**config.mk**
```make
export PLATFORM = sky130hd
export DESIGN_NAME = bitmap_slot_allocator
export DESIGN_NICKNAME = d
export VERILOG_FILES = /design/src/hw/rtl/bsa_pkg.sv /design/src/hw/rtl/bsa_ram.sv /design/src/hw/rtl/bsa_scan.sv /design/src/hw/rtl/bitmap_slot_allocator.sv
export SDC_FILE = /design/constraint.sdc
export NUM_CORES = 1
export LEC_CHECK = 0
export BUFFER_PORTS_ARGS = -buffer_cell sky130_fd_sc_hd__buf_4
export CAP_MARGIN = 0
export CORE_MARGIN = 4
export CORE_UTILIZATION = 60
export CTS_BUF_LIST = sky130_fd_sc_hd__clkbuf_8
export DETAILED_ROUTE_END_ITERATION = 10
export PLACE_DENSITY_LB_ADDON = 0.25
export SYNTH_ARGS = -nofsm -noshare
export SYNTH_HDL_FRONTEND = slang
export SYNTH_SLANG_ARGS = --single-unit
export TNS_END_PERCENT = 30
```
**constraint.sdc**
```tcl
create_clock -name clock -period 15.3 [get_ports clock]
set_input_delay 0.765 -clock clock [delete_from_list [all_inputs] [get_ports clock]]
set_output_delay 0.765 -clock clock [all_outputs]
set_load 0.03 [all_outputs]
```
**src/hw/rtl/bsa_pkg.sv**
```systemverilog
// Shared types and constants for the bitmap slot allocator.
// Used by the top module bitmap_slot_allocator; depends on nothing.
package bsa_pkg;

   localparam int MAX_SLOTS_DEFAULT = 1024;
   localparam int WORD_BITS_MAX     = 32;
   localparam int CSR_BITS          = 11;
   localparam int SLOT_SPAN         = 1 << CSR_BITS;

   localparam logic [CSR_BITS-1:0] NUM_SLOTS_RESET = 11'd1024;

   localparam logic [1:0] CMD_ALLOC = 2'd0;
   localparam logic [1:0] CMD_FREE  = 2'd1;
   localparam logic [1:0] CMD_INIT  = 2'd2;

   typedef struct packed {
      logic [1:0] cmd;
      logic [9:0] slot_in;
   } req_type;

   typedef struct packed {
      logic        ok;
      logic [9:0]  slot_out;
      logic [10:0] free_count;
   } rsp_type;

endpackage

```
**src/hw/rtl/bsa_ram.sv**
```systemverilog
// Generic single-port-write, single-port-read RAM with registered read data.
// No dependencies.
module bsa_ram #(
   parameter int WIDTH = 32,
   parameter int DEPTH = 32,
   parameter int ADDR_BITS = 5
) (
   input  logic                 clock,
   input  logic                 wr_en,
   input  logic [ADDR_BITS-1:0] wr_addr,
   input  logic [WIDTH-1:0]     wr_data,
   input  logic                 rd_en,
   input  logic [ADDR_BITS-1:0] rd_addr,
   output logic [WIDTH-1:0]     rd_data
);

   logic [WIDTH-1:0] mem [DEPTH];
   logic [WIDTH-1:0] rd_data_ff;

   always_ff @(posedge clock) begin
      if (wr_en) begin
         mem[wr_addr] <= wr_data;
      end
      if (rd_en) begin
         rd_data_ff <= mem[rd_addr];
      end
   end

   assign rd_data = rd_data_ff;

endmodule

```
**src/hw/rtl/bsa_scan.sv**
```systemverilog
// Bitmap word scanner: masks each returned word to the active slot range,
// accumulates the free count and keeps the first free word and the target word.
module bsa_scan #(
   parameter int WORD_BITS = 32,
   parameter int ADDR_BITS = 5,
   parameter int CMP_BITS = 18
) (
   input  logic                         clock,
   input  logic                         start,
   input  logic                         rd_valid,
   input  logic [ADDR_BITS-1:0]         rd_addr,
   input  logic [WORD_BITS-1:0]         rd_data,
   input  logic [10:0]                  limit,
   input  logic [ADDR_BITS-1:0]         tgt_addr,
   output logic [10:0]                  count_ff,
   output logic                         found_ff,
   output logic [ADDR_BITS-1:0]         found_addr_ff,
   output logic [$clog2(WORD_BITS)-1:0] found_bit_ff,
   output logic [WORD_BITS-1:0]         found_data_ff,
   output logic [WORD_BITS-1:0]         tgt_data_ff
);

   localparam int WB = $clog2(WORD_BITS);

   logic [CMP_BITS-1:0]  base;
   logic [CMP_BITS-1:0]  rem;
   logic [WORD_BITS-1:0] mask;
   logic [WORD_BITS-1:0] masked;
   logic [WB:0]          pop;
   logic [WB-1:0]        low_bit;
   logic                 hit;

   always_comb begin
      base = CMP_BITS'({rd_addr, {WB{1'b0}}});
      rem = CMP_BITS'(limit) - base;
      for (int j = 0; j < WORD_BITS; j++) begin
         mask[j] = CMP_BITS'(j) < rem;
      end
      masked = rd_data & mask;
      hit = |masked;
      pop = '0;
      for (int j = 0; j < WORD_BITS; j++) begin
         pop = pop + (WB+1)'(masked[j]);
      end
      low_bit = '0;
      for (int j = WORD_BITS - 1; j >= 0; j--) begin
         if (masked[j]) begin
            low_bit = WB'(j);
         end
      end
   end

   always_ff @(posedge clock) begin
      if (start) begin
         count_ff <= '0;
         found_ff <= 1'b0;
      end else if (rd_valid) begin
         count_ff <= count_ff + 11'(pop);
         if (!found_ff && hit) begin
            found_ff      <= 1'b1;
            found_addr_ff <= rd_addr;
            found_bit_ff  <= low_bit;
            found_data_ff <= rd_data;
         end
         if (rd_addr == tgt_addr) begin
            tgt_data_ff <= rd_data;
         end
      end
   end

endmodule

```
**src/hw/rtl/bitmap_slot_allocator.sv**
```systemverilog
// Bitmap slot allocator, free bitmap held in one word-wide RAM (32 slots a word).
// Allocate, free and unknown requests read ceil(n/32) words, n the active slot count
// (none with no active slot); init writes MAX_SLOTS/32 words (at most 64). One item
// at a time; the next item is taken while a result waits. Reset: synchronous; a fill
// sweep of the same word count marks every slot free, req_stall high until done.
module bitmap_slot_allocator import bsa_pkg::*; #(
   parameter int MAX_SLOTS = MAX_SLOTS_DEFAULT
) (
   input  logic                clock,
   input  logic                reset,
   input  logic                req_valid,
   output logic                req_stall,
   input  req_type             req_data,
   output logic                rsp_valid,
   input  logic                rsp_stall,
   output rsp_type             rsp_data,
   input  logic                csr_write_enable,
   input  logic [CSR_BITS-1:0] csr_write_data
);

   localparam int W = (MAX_SLOTS < WORD_BITS_MAX) ? MAX_SLOTS : WORD_BITS_MAX;
   localparam int WB = $clog2(W);
   localparam int DEPTH = MAX_SLOTS / W;
   localparam int AW = (DEPTH > 1) ? $clog2(DEPTH) : 1;
   localparam int SWEEP_WORDS = (DEPTH < SLOT_SPAN / W) ? DEPTH : SLOT_SPAN / W;
   localparam int CMP_BITS = ((AW + WB + 1 > CSR_BITS) ? AW + WB + 1 : CSR_BITS) + 1;
   localparam logic [AW-1:0] LAST_ADDR = AW'(DEPTH - 1);
   localparam logic [AW-1:0] SWEEP_LAST = AW'(SWEEP_WORDS - 1);

   typedef enum logic [4:0] {
      ST_IDLE   = 5'b00001,
      ST_SCAN   = 5'b00010,
      ST_UPDATE = 5'b00100,
      ST_SWEEP  = 5'b01000,
      ST_DONE   = 5'b10000
   } state_type;

   state_type           state_ff, state_in;
   req_type             req_ff, req_in;
   logic [10:0]         limit_ff, limit_in;
   logic [AW-1:0]       addr_ff, addr_in;
   logic                issue_ff, issue_in;
   logic                rd_valid_ff, rd_valid_in;
   logic [AW-1:0]       rd_addr_ff;
   logic                rd_last_ff;
   logic                report_ff, report_in;
   rsp_type             res_ff, res_in;
   rsp_type             rsp_ff, rsp_in;
   logic                rsp_valid_ff, rsp_valid_in;
   logic [CSR_BITS-1:0] num_slots_ff;

   logic                accept;
   logic [10:0]         limit_new;
   logic [CMP_BITS-1:0] next_base;
   logic                issue_last;
   logic [CMP_BITS-1:0] slot_ext;
   logic [CMP_BITS-1:0] tgt_full;
   logic [AW-1:0]       tgt_addr;
   logic [WB-1:0]       tgt_bit;
   logic                in_range;
   logic [AW+WB+9:0]    grant_ext;

   logic                wr_en;
   logic [AW-1:0]       wr_addr;
   logic [W-1:0]        wr_data;
   logic                ram_rd_en;
   logic [W-1:0]        rd_data;

   logic [10:0]         count;
   logic                found;
   logic [AW-1:0]       found_addr;
   logic [WB-1:0]       found_bit;
   logic [W-1:0]        found_data;
   logic [W-1:0]        tgt_data;

   assign req_stall = (state_ff != ST_IDLE);
   assign accept = req_valid && !req_stall;
   assign rsp_valid = rsp_valid_ff;
   assign rsp_data = rsp_ff;

   assign limit_new = (CMP_BITS'(num_slots_ff) > CMP_BITS'(MAX_SLOTS)) ?
                      11'(MAX_SLOTS) : num_slots_ff;
   assign next_base = CMP_BITS'({1'b0, addr_ff} + (AW+1)'(1)) << WB;
   assign issue_last = (next_base >= CMP_BITS'(limit_ff)) || (addr_ff == LAST_ADDR);
   assign slot_ext = CMP_BITS'(req_ff.slot_in);
   assign tgt_full = slot_ext >> WB;
   assign tgt_addr = tgt_full[AW-1:0];
   assign tgt_bit = req_ff.slot_in[WB-1:0];
   assign in_range = {1'b0, req_ff.slot_in} < limit_ff;
   assign grant_ext = (AW+WB+10)'({found_addr, found_bit});
   assign ram_rd_en = (state_ff == ST_SCAN) && issue_ff;

   bsa_ram #(
      .WIDTH(W),
      .DEPTH(DEPTH),
      .ADDR_BITS(AW)
   ) u_map (
      .clock(clock),
      .wr_en(wr_en),
      .wr_addr(wr_addr),
      .wr_data(wr_data),
      .rd_en(ram_rd_en),
      .rd_addr(addr_ff),
      .rd_data(rd_data)
   );

   bsa_scan #(
      .WORD_BITS(W),
      .ADDR_BITS(AW),
      .CMP_BITS(CMP_BITS)
   ) u_scan (
      .clock(clock),
      .start(accept),
      .rd_valid(rd_valid_ff),
      .rd_addr(rd_addr_ff),
      .rd_data(rd_data),
      .limit(limit_ff),
      .tgt_addr(tgt_addr),
      .count_ff(count),
      .found_ff(found),
      .found_addr_ff(found_addr),
      .found_bit_ff(found_bit),
      .found_data_ff(found_data),
      .tgt_data_ff(tgt_data)
   );

   always_comb begin
      state_in = state_ff;
      req_in = req_ff;
      limit_in = limit_ff;
      addr_in = addr_ff;
      issue_in = issue_ff;
      report_in = report_ff;
      res_in = res_ff;
      rsp_in = rsp_ff;
      rsp_valid_in = rsp_valid_ff;
      rd_valid_in = 1'b0;
      wr_en = 1'b0;
      wr_addr = addr_ff;
      wr_data = '1;

      if (rsp_valid_ff && !rsp_stall) begin
         rsp_valid_in = 1'b0;
      end

      case (state_ff)
         ST_IDLE: begin
            if (accept) begin
               req_in = req_data;
               limit_in = limit_new;
               addr_in = '0;
               if (req_data.cmd == CMD_INIT) begin
                  report_in = 1'b1;
                  state_in = ST_SWEEP;
               end else if (limit_new == '0) begin
                  res_in = '0;
                  state_in = ST_DONE;
               end else begin
                  issue_in = 1'b1;
                  state_in = ST_SCAN;
               end
            end
         end
         ST_SCAN: begin
            rd_valid_in = issue_ff;
            if (issue_ff) begin
               if (issue_last) begin
                  issue_in = 1'b0;
               end else begin
                  addr_in = addr_ff + AW'(1);
               end
            end
            if (rd_valid_ff && rd_last_ff) begin
               state_in = ST_UPDATE;
            end
         end
         ST_UPDATE: begin
            res_in.ok = 1'b0;
            res_in.slot_out = '0;
            res_in.free_count = count;
            case (req_ff.cmd)
               CMD_ALLOC: begin
                  if (found) begin
                     wr_en = 1'b1;
                     wr_addr = found_addr;
                     wr_data = found_data & ~(W'(1) << found_bit);
                     res_in.ok = 1'b1;
                     res_in.slot_out = grant_ext[9:0];
                     res_in.free_count = count - 11'd1;
                  end
               end
               CMD_FREE: begin
                  if (in_range && !tgt_data[tgt_bit]) begin
                     wr_en = 1'b1;
                     wr_addr = tgt_addr;
                     wr_data = tgt_data | (W'(1) << tgt_bit);
                     res_in.ok = 1'b1;
                     res_in.free_count = count + 11'd1;
                  end
               end
               default: begin
               end
            endcase
            state_in = ST_DONE;
         end
         ST_SWEEP: begin
            wr_en = 1'b1;
            if (addr_ff == SWEEP_LAST) begin
               res_in.ok = 1'b1;
               res_in.slot_out = '0;
               res_in.free_count = limit_ff;
               state_in = report_ff ? ST_DONE : ST_IDLE;
            end else begin
               addr_in = addr_ff + AW'(1);
            end
         end
         ST_DONE: begin
            if (!rsp_valid_ff || !rsp_stall) begin
               rsp_in = res_ff;
               rsp_valid_in = 1'b1;
               state_in = ST_IDLE;
            end
         end
         default: begin
            state_in = ST_IDLE;
         end
      endcase
   end

   always_ff @(posedge clock) begin
      if (reset) begin
         state_ff <= ST_SWEEP;
         addr_ff <= '0;
         issue_ff <= 1'b0;
         rd_valid_ff <= 1'b0;
         report_ff <= 1'b0;
         rsp_valid_ff <= 1'b0;
         num_slots_ff <= NUM_SLOTS_RESET;
      end else begin
         state_ff <= state_in;
         addr_ff <= addr_in;
         issue_ff <= issue_in;
         rd_valid_ff <= rd_valid_in;
         report_ff <= report_in;
         rsp_valid_ff <= rsp_valid_in;
         if (csr_write_enable) begin
            num_slots_ff <= csr_write_data;
         end
      end
   end

   always_ff @(posedge clock) begin
      req_ff <= req_in;
      limit_ff <= limit_in;
      res_ff <= res_in;
      rsp_ff <= rsp_in;
      rd_addr_ff <= addr_ff;
      rd_last_ff <= issue_last;
   end

endmodule
```
* Yosys cells after proc, flatten, opt, wreduce, memory -nomap -nowiden *
Memory sizes are Yosys's and may differ from the RTL's. A register that Yosys moved wholly into a read port is not among the register bits.
Cells that the tools add are included.

storage, ports and cells
  register bits = 184
  bits in writable memories = 1,024
  logic and storage cells = 244
  memories kept = 1

cells by class
  add/subtract/negate cells = 37
  magnitude comparators = 36
  equal/unequal tests = 20
  shift-type cells = 2
  muxes and demuxes = 80
  bitwise logic cells = 6
  reductions and logical operators = 34

memory list
  memory     words  width  rd ports  clocked after Yosys merged registers in  wr ports  line           source
  u_map.mem  32     32     1         1                                        1         bsa_ram.sv:17  logic [WIDTH-1:0] mem [DEPTH];

operator list
  kind                  count
  $lt 5x12->1 const A   16
  $add 6x1->6           30
  $mux 5                30
  $mux 22               5
  $lt 4x12->1 const A   8
  $mux 32               3
  $pmux 22 s3           1
  $and 32x32->32        2
  $pmux 32 s2           1
  $shl 1x5->32 const A  2
  $lt 3x12->1 const A   4
  $mux 4                8
  $not 32->32           1
  $or 32x32->32         1
  $reduce_or 32->1      1
  $pmux 5 s5            1
  $lt 1x12->1 const A   2
  $lt 2x12->1 const A   2
  $mux 11               2
  $pmux 11 s2           1
  $ne 2x2->1 const B    9
  $reduce_or 16->1      1
  $pmux 5 s3            1
  $mux 1                14
  42 further kinds      69

* Depth between registers and ports, before layout *
Gate-level depths: netlist of the first run.

  word-level depth = 35
  depth in mapped cells = 39
  depth with buffers taken out = 38

* Hierarchy *
A second synthesis of the first run with hierarchy kept.

second synthesis, totals
  cells, all modules = 3,337
  area total of the unflattened synthesis = 51,879.8 µm²

by module, submodules not included
  module                 times used  cells an instance  area an instance (µm²)  sequential area each (µm²)
  bsa_ram                1           2,260              40,807.9                31,710.4
  bitmap_slot_allocator  1           639                6,043.3                 2,632.5
  bsa_scan               1           438                5,028.6                 2,462.4

* Least setup slack after synthesis of the first run *
No wires, ideal clock.

  kind = reg-to-reg
  from = register limit_ff[5]
  to = register u_scan.count_ff[9]
  library setup time = 0.164 ns
  data arrival time = 8.643 ns
  data required time = 15.136 ns
  slack = 6.493 ns
  stages on the path, launching flop included = 35
  path buffers = 1
  period minus slack after synthesis = 8.807 ns
  cell sequence = edfxtp_1 > inv_1 > ha_1 > inv_1 > fa_1 > nor4b_1 > o311ai_0 > nor3_1 > clkbuf_1 > nand3_1 > o21ai_0 > inv_1 > ha_1 > inv_1 > fa_1 > fa_1 > fa_1 > fa_1 > fa_1 > inv_1 > fa_1 > fa_1 > inv_1 > fa_1 > inv_1 > ha_1 > a21o_1 > a21oi_1 > o21bai_1 > a21oi_1 > nor2b_1 > o211a_1 > and3_1 > xnor2_1 > nor2_1

between the ends
  word-level cells in the longest chain between the ends = 35

ends and longest elaborated chain
  what                       line                          source
  from (decl)                bitmap_slot_allocator.sv:40   logic [10:0] limit_ff, limit_in;
  from (signal assigned)     bitmap_slot_allocator.sv:254  limit_ff <= limit_in;
  $sub 11x10->12 (*)         bsa_scan.sv:35                rem = CMP_BITS'(limit) - base;
  $lt 1x12->1                bsa_scan.sv:37                mask[j] = CMP_BITS'(j) < rem;
  $and 32x32->32 (*)         bsa_scan.sv:39                masked = rd_data & mask;
  $add 1x1->2                bsa_scan.sv:43                pop = pop + (WB+1)'(masked[j]);
  $add 6x1->6 (29 in a row)  bsa_scan.sv:43
  $add 6x1->6 (*)            bsa_scan.sv:43
  $add 11x6->11 (*)          bsa_scan.sv:58                count_ff <= count_ff + 11'(pop);
  to (signal assigned)       bsa_scan.sv:58
  to (decl)                  bsa_scan.sv:15                output logic [10:0] count_ff,

Mark *: on every way between the ends. The rest lies on a longest branch, timed or not.
A chain may end at the register's enable or synchronous reset.

* Worst setup path after layout of the first run *
Same ends and word-level chain as after synthesis.

==> results of run 1 <==
-- how the worst min path moves through the flow --
| stage | start | end |
|---|---|---|
| 2_1_floorplan | addr_ff[2]$_SDFFE_PP0P_ | rd_addr_ff[2]$_DFF_P_ |
| 3_3_place_gp | res_ff[3]$_DFFE_PP_ | rsp_data[3]$_DFFE_PP_ |
| 3_5_place_dp | res_ff[3]$_DFFE_PP_ | rsp_data[3]$_DFFE_PP_ |
| 4_1_cts | req_data[5] | req_ff[5]$_DFFE_PP_ |
| 5_1_grt | req_data[8] | req_ff[8]$_DFFE_PP_ |
| 6_report | req_data[5] | req_ff[5]$_DFFE_PP_ |
-- registers in the layout, summed over array words and instances (netlist names), 5 cells and up --
signal	count
u_map.rd_data	32
u_scan.found_data_ff	32
num_slots_ff	11
u_scan.found_bit_ff	5
u_map.mem	1024
u_scan.tgt_data_ff	32
addr_ff	5
req_ff	12
limit_ff	11
u_scan.found_addr_ff	5
rsp_data	22
u_scan.count_ff	11
res_ff	22
rd_addr_ff	5
state_ff	5
-- cell families after synthesis --
family,after synthesis,share of synthesized area
AO/OA/AOI/OAI,283,0.0364
multiplexers,385,0.158
buffers and inverters,206,0.0154
flip-flops,1240,0.725
AND/OR/NAND/NOR,410,0.0403
XOR/XNOR,29,0.00500
adder cells (fa/ha/maj),65,0.0199
-- cells in the mapped netlist (4+ instances only) --
master    count  area share
o21ai_0      66      0.0065
a31oi_1       9      0.0011
or2_2         8     0.00099
mux2_2       36      0.0080
mux2i_1      21      0.0041
xnor2_1      24      0.0041
a211oi_1      7      0.0010
o21a_1        5     0.00074
a22oi_1       4     0.00059
nand2b_1     20      0.0025
fa_1         26       0.010
a31o_2        4     0.00069
nand3b_1      5     0.00074
dfxtp_1      43       0.017
a21oi_1      91      0.0090
mux4_1        7      0.0036
inv_1        69      0.0051
a21o_1        8      0.0012
or3_1        21      0.0026
a221oi_1      8      0.0014
nand4_1      10      0.0012
and3_1       23      0.0028
a21boi_0      5     0.00074
ha_1         39      0.0096
xor2_1        5     0.00086
nor2b_1      26      0.0032
o21bai_1      5     0.00074
buf_1        24      0.0018
and2_1       11      0.0014
edfxtp_1   1197        0.71
mux4_2      321        0.14
nor3b_1       5     0.00074
o211ai_1      5     0.00074
nor3_1       19      0.0019
a22o_1       23      0.0040
clkbuf_1    110      0.0081
nor2_1      117      0.0086
a221o_1       4     0.00079
nand3_1      32      0.0032
nand2_1      90      0.0067
nor4_1        9      0.0011
-- stage by stage --
step	cell area [sq um]	util	hold slack [ns]
after floorplan	50800	-	0.329
after global placement	52800	0.630	0.401
after detailed placement	52800	0.630	0.405
after CTS	56200	0.670	0.0445
after global routing	56200	0.670	0.0553
final	56200	0.670	0.107
-- cell type report --
| cell class | instances | area [sq um] |
|---|---|---|
| multi-input combinational | 1172 | 13500 |
| clock buffer | 192 | 2640 |
| clock inverter | 133 | 744 |
| fill | 5396 | 27600 |
| inverter | 71 | 267 |
| sequential | 1240 | 36800 |
| antenna | 2 | 5.00 |
| tap | 1134 | 1420 |
| timing repair buffer | 107 | 816 |
-- per-layer routing --
metal  vias up  global-route usage
li1      11100                   -
met1     14200               0.429
met2      1800               0.473
met3       293              0.0572
met4         0               0.122
met5         -                   0
-- where the power goes --
part / internal [W] / leakage [nW] / switching (W)
sequential: 0.00379 / 13.6 / 0.0000995
combinational: 0.000315 / 4.70 / 0.000500
clock: 0.00124 / 1.86 / 0.00126
total: 0.00535 / 20.1 / 0.00186
-- critical path, delay by kind of cell (launching register included) --
| kind | cells | cell delay [ns] |
|---|---|---|
| AO/OA/AOI/OAI | 7 | 1.62 |
| XOR/XNOR | 1 | 0.13 |
| adder cells (fa/ha/maj) | 12 | 5.16 |
| buffers and inverters | 8 | 0.88 |
| flip-flops | 1 | 0.39 |
| AND/OR/NAND/NOR | 6 | 1.05 |
==> impl_results.md, run 1 <==
- Total global-route track usage: 0.302
- Leading cell type in the layout, fill and taps excluded: edfxtp_1
- Syn_area_per_cell: 19.4 sq um
- First-pass DRT Iterations: 7
- Hold crit path type: in2reg
- Final Critical Period: 9.40 ns
- Final ANT Viol Nets: 0
- CP Data Arrival Time: 10.08 ns
- Clock skew: 0.0420 ns
- Most frequent cells in the layout: edfxtp_1 (1197), mux4_2 (321), clkbuf_8 (192)
- Mapped Area: ~0.051 sq mm
- CP Capture Type: flop
- Final Power: 0.00720 W
- CTS tree: done
- Ys async rst share: 0
- Post-Synthesis Cells: around 2600
- Cells after DPL: 3724
- Max cap viols: 0
- Layout Cells excl Fill: 4051
- Vias per inst: 6.74
- Cell variety after synth: 80
- Final Hold Viols: 0
- Total global routing overflow: 0
- Initial antenna violation count: 1
- Syn_nets: 2711
- Critical Path RT: between 15 and 20 ns
- First-pass GRT wire length: 192000 um
- Number of flops mapped to enable cells by yosys: 1197
- Die Y-Extent: 299 um
- VDD IR max: around 0.11 mV
- Starting Density: 0.606
- Met1 WL: ~50000 um
- Worst-path clk slew: 0.06 ns
- Top FF cell, synth: edfxtp_1
- CTS Hold Bufs: 0
- Final worst path period share: 0.614
- Initial DRC count: about 3800
- # rows: 106
- # IOs: 52
- Clock root buffer: clkbuf_8
- CTS Sinks: 1240
- Setup-failing EPs final: 0
- Die area: 0.0893 sq mm
- Startpoint Class: flop
- R2r startpoint: limit_ff[5]$_DFFE_PP_
- Crit. Startpoint: limit_ff[5]$_DFFE_PP_
- Status: completed
- FMAX: 106 MHz
- Register area share after synthesis: 0.725
- Worst r2r dst: u_scan.count_ff[9]$_SDFFE_PP0P_
- Crit-path max cell delay: 0.54 ns
- Final WL: around 130000 um
- Hold Path Cell Cnt: 1
- DR DRC count: 0
- Met2 routed WL: 63800 um
- Critical Path End: u_scan.count_ff[9]$_SDFFE_PP0P_
- R2R depth: 34
- WL/cell: 32.7 um
- Die X: between 200 and 300 um
- Slew margin rel.: 0.210
- Power per cell area: about 130 mW/mm^2
- Pre-CTS WS: 5.93 ns
- CP dominant cell by count: fa_1
- CTS max path bufs: 3
- DR top layer: met4
- Final TNS setup: 0 ns
- Share of cells above drive strength 1: 0.261
- Met3 wire length: 13600 um
- Clock Latency Late Sink: 0.86 ns
- Setup ws final: 5.90 ns
- PortBufs: a little over 50
- Post-CTS setup buffer count: 0
- #FFs+latches synth: 1240
- Via Count: 27300
- Nets@finish: between 2000 and 3000
- Core ar.: 0.0838 sq mm
- P_leak: about 20 nW
- Htree depth: 4
- Final Max Slew Viols: 0
- Vias in the first global route: around 28000
- Critical path's slowest cell: fa_1
- Worst-path maximum fanout: 22
- CTS resizes: 0
- Largest net degree at the start of global routing: 105
- DP HPWL: about 74000 um
- Warnings from Yosys: 0
- RSZ-0062 raised after global routing: no
- Slew @ Worst Pin: 1.18 ns
- R2R Setup Slk: around 5.9 ns
- Critical path class: reg2reg
- Num CTS Buffers: 188
- Synth-to-Final Area Change: 10.7%
- Placer congestion estimate: 0.918
No activity file was read; power rests on OpenSTA's default activity.
==> run 2, diff against run 1 <==
Settings changed: ABC_AREA set to 1.
Clock period 15.3 ns to 9.35 ns, I/O delays scaled along.
==> run 2 against run 1 <==
  * Worst hold slack gained 0.051 ns
  * Clock power up 62%
  * Global-route usage is 1.9 points higher
  * Worst setup slack worse by 5.4 ns
  * Core utilization fell by 0.36 points
  * Flip-flop and latch count is the same
  * Largest power group unchanged
  * Critical path depth is 5 higher
  * Combinational power increased to 3.9 times the previous value
==> impl_results.md, run 2 <==
- Clock power share: 0.297 (was 0.347)
- Setup-failing EPs final: 0 (unchanged)
- CP Capture Type: flop (unchanged)
- Syn_nets: 4329 (was 2711)
- Cell variety after synth: 59 (was 80)
- Worst-path clk slew: 0.07 ns (was 0.06 ns)
- Mux cell area share after synthesis: 0 (was 0.158)
- Largest register FFs: 1024 (unchanged)
- Top FF cell, synth: edfxtp_1 (unchanged)
- Register area share after synthesis: 0.715 (was 0.725)
- Mapped Area: 0.0515 sq mm (was 0.0508 sq mm)
- Area of the multi-input gates: 0.0132 sq mm (was 0.0135 sq mm)
- Clock Latency Late Sink: 0.89 ns (was 0.86 ns)
- Startpoint Class: flop (unchanged)
- Core ar.: 0.0851 sq mm (was 0.0838 sq mm)
- Switching share of power: 0.323 (was 0.258)
- Setup ws final: 0.501 ns (was 5.90 ns)
- DP HPWL: 80900 um (was 73600 um)
- Combinational family with the most area after synthesis: compound AO/OA/AOI/OAI gates (was multiplexers)
- CTS tree: done (unchanged)
- Int Pwr: 0.00923 W (was 0.00535 W)
- Clock skew: 0.0480 ns (was 0.0420 ns)
- Worst hold slack: 0.158 ns (was 0.107 ns)
- Final worst path period share: 0.946 (was 0.614)
- Flop pwr share: 0.472 (was 0.540)
- Combinational Power Share: 0.231 (was 0.113)
- CP dominant cell by count: fa_1 (unchanged)
- CTS max path bufs: 3 (unchanged)
- Final core utilization: 0.667 (was 0.670)
- Starting Density: 0.604 (was 0.606)
- Max cap viols: 0 (unchanged)
- Final TNS setup: 0 ns (unchanged)
- Post-Synthesis Cells: 4236 (was 2618)
- RSZ-0062 raised after global routing: no (unchanged)
- Final Max Slew Viols: 0 (unchanged)
- Vias in the first global route: 33400 (was 27600)
- FILL cells: 6266 (was 5396)
- Warnings from Yosys: 0 (unchanged)
- Placer congestion estimate: 1.02 (was 0.918)
- Most area-consuming cells after synthesis: edfxtp_1 (70%), o21ai_0 (6.9%), nor2_1 (5.6%) (was edfxtp_1 (71%), mux4_2 (14%), dfxtp_1 (1.7%))
- Simple-Gate Fraction of Synth Area: 0.0926 (was 0.0403)
- Slew @ Worst Pin: 1.30 ns (was 1.18 ns)
- Power per cell area: 240 mW/mm^2 (was 128 mW/mm^2)
- Die X: 301 um (was 299 um)
- Largest net degree at the start of global routing: 185 (was 105)
- CP Data Arrival Time: 9.62 ns (was 10.08 ns)
- WL/cell: 26.0 um (was 32.7 um)
- Nets@finish: 4400 (was 2873)
- Final WL: 146000 um (was 133000 um)
- P_leak: 21.8 nW (was 20.1 nW)
- Crit-path leading delay family: adder cells (unchanged)
- Critical Path RT: 10.12 ns (was 15.99 ns)
- Initial DRC count: 5050 (was 3756)
- Syn_area_per_cell: 12.2 sq um (was 19.4 sq um)
- Die area: 0.0905 sq mm (was 0.0893 sq mm)
- Synth cell count leaders: edfxtp_1 (1197), nor2_1 (765), o21ai_0 (714) (was edfxtp_1 (1197), mux4_2 (321), nor2_1 (117))
- CTS resizes: 0 (unchanged)
- Initial antenna violation count: 2 (was 1)
- Vias per inst: 6.35 (was 6.74)
- # rows: 107 (was 106)
- Total global routing overflow: 0 (unchanged)
- Final Hold Viols: 0 (unchanged)
- Die Y-Extent: 301 um (was 299 um)
- Final ANT Viol Nets: 0 (unchanged)
- First-pass DRT Iterations: 6 (was 7)
- Leading cell type in the layout, fill and taps excluded: edfxtp_1 (unchanged)
- Num CTS Buffers: 189 (was 188)
- Final Critical Period: 8.85 ns (was 9.40 ns)
- XOR/XNOR Fraction of Synth Area: 0.00321 (was 0.00500)
- # IOs: 52 (unchanged)
- Synth top area share: 0.698 (was 0.708)
- Via Count: 35500 (was 27300)
- Count leader, synth: edfxtp_1 (unchanged)
- FMAX: 113 MHz (was 106 MHz)
- Biggest register: u_map.mem (unchanged)
- Synth area leader: edfxtp_1 (unchanged)
- Number of flops mapped to enable cells by yosys: 1197 (unchanged)
- Pre-CTS WS: 0.553 ns (was 5.93 ns)
- Synth-to-Final Area Change: 10.3% (was 10.7%)
- Status: completed (unchanged)
- Compound-gate portion of the synthesized area: 0.135 (was 0.0364)
- Hold crit path type: in2reg (unchanged)
- Critical path class: reg2reg (unchanged)
- VDD IR max: 0.184 mV (was 0.110 mV)
- CTS Sinks: 1240 (unchanged)
- Ys async rst share: 0 (unchanged)
- PortBufs: 51 (unchanged)
- Critical path's slowest cell: fa_1 (unchanged)
- DR DRC count: 0 (unchanged)
- Sequential cell area: 0.0368 sq mm (unchanged)
- First-pass GRT wire length: 214000 um (was 192000 um)
- Adder-cell share of the synthesized area: 0.0196 (was 0.0199)
- Htree depth: 4 (unchanged)
- Psw: 0.00440 W (was 0.00186 W)
- Buf/Inv on CP: 9 (was 8)
- Worst-path maximum fanout: 23 (was 22)
- Total global-route track usage: 0.321 (was 0.302)
- Slew margin rel.: 0.135 (was 0.210)
- Most frequent cells in the layout: edfxtp_1 (1197), nor2_1 (730), o21ai_0 (705) (was edfxtp_1 (1197), mux4_2 (321), clkbuf_8 (192))
- #FFs+latches synth: 1240 (unchanged)
- Clock root buffer: clkbuf_8 (unchanged)
- Crit-path max cell delay: 0.56 ns (was 0.54 ns)
- Share of cells above drive strength 1: 0.0963 (was 0.261)
-- run 2: power groups by stage --
| stage | clock, W | combinational [W] | sequential [W] |
|---|---|---|---|
| 2_1_floorplan | 0 | 0.00227 | 0.00644 |
| 3_3_place_gp | 0 | 0.00302 | 0.00654 |
| 3_5_place_dp | 0 | 0.00308 | 0.00655 |
| 4_1_cts | 0.00409 | 0.00310 | 0.00643 |
| 5_1_grt | 0.00436 | 0.00347 | 0.00645 |
| 6_report | 0.00405 | 0.00315 | 0.00644 |
-- run 2: worst register-to-register path: cells and delay by family, from the launching register on --
| family | cells | cell delay (ns) |
|---|---|---|
| flops | 1 | 0.36 |
| fa+ha+maj | 12 | 5.04 |
| xor+xnor | 1 | 0.15 |
| compound gates | 6 | 1.19 |
| buf+inv | 9 | 0.73 |
| simple gates | 11 | 1.25 |
-- run 2: logic make-up (layout without fill, tap and decap cells) --
| family | count (synthesis) | in the layout |
|---|---|---|
| flip-flops | 1240 | 1240 |
| AND/OR/NAND/NOR | 1200 | 1200 |
| adder cells (fa/ha/maj) | 65 | 65 |
| AO/OA/AOI/OAI | 1246 | 1246 |
| other | 0 | 3 |
| buffers and inverters | 467 | 675 |
| XOR/XNOR | 18 | 18 |
-- run 2: path summary, 6_finish.rpt --
check,depth (start not counted),to,slack (ns),startpoint
setup / recovery,39,u_scan.count_ff[9]$_SDFFE_PP0P_,0.50,limit_ff[5]$_DFFE_PP_
hold / removal,5,state_ff[1]$_SDFFE_PP0P_,0.16,req_valid
setup reg to reg,39,u_scan.count_ff[9]$_SDFFE_PP0P_,0.50,limit_ff[5]$_DFFE_PP_
hold reg to reg,0,rsp_data[4]$_DFFE_PP_,0.42,res_ff[4]$_DFFE_PP_
-- run 2: metrics by stage --
stage / instances / area (sq um) / total power (W)
after detailed placement: 5234 / 53200 / 0.00963
after floorplan: 4236 / 51500 / 0.00871
after CTS: 5588 / 56800 / 0.0136
final: 5591 / 56800 / 0.0136
after global routing: 5590 / 56800 / 0.0143
after global placement: 5234 / 53200 / 0.00956
-- run 2: cell type report --
type	count	share of cell area
multi-input combinational	2529	0.233
clock inverter	138	0.0128
timing repair buffer	144	0.0208
antenna	3	0.000132
tap	1144	0.0252
inverter	203	0.0137
sequential	1240	0.648
clock buffer	190	0.0461
-- run 2: routing by layer --
layer	vias to the layer above	track usage	routed length, um
li1	15600	-	-
met1	17200	0.448	55600
met2	2249	0.490	66500
met3	399	0.0690	16600
met4	2	0.147	6850
met5	-	0	10
-- run 2: timing repair --
item                                   in CTS  in global routing
endpoints found under the hold margin      37                  0
buffers inserted                            0                  0
hold buffers                               26                  0
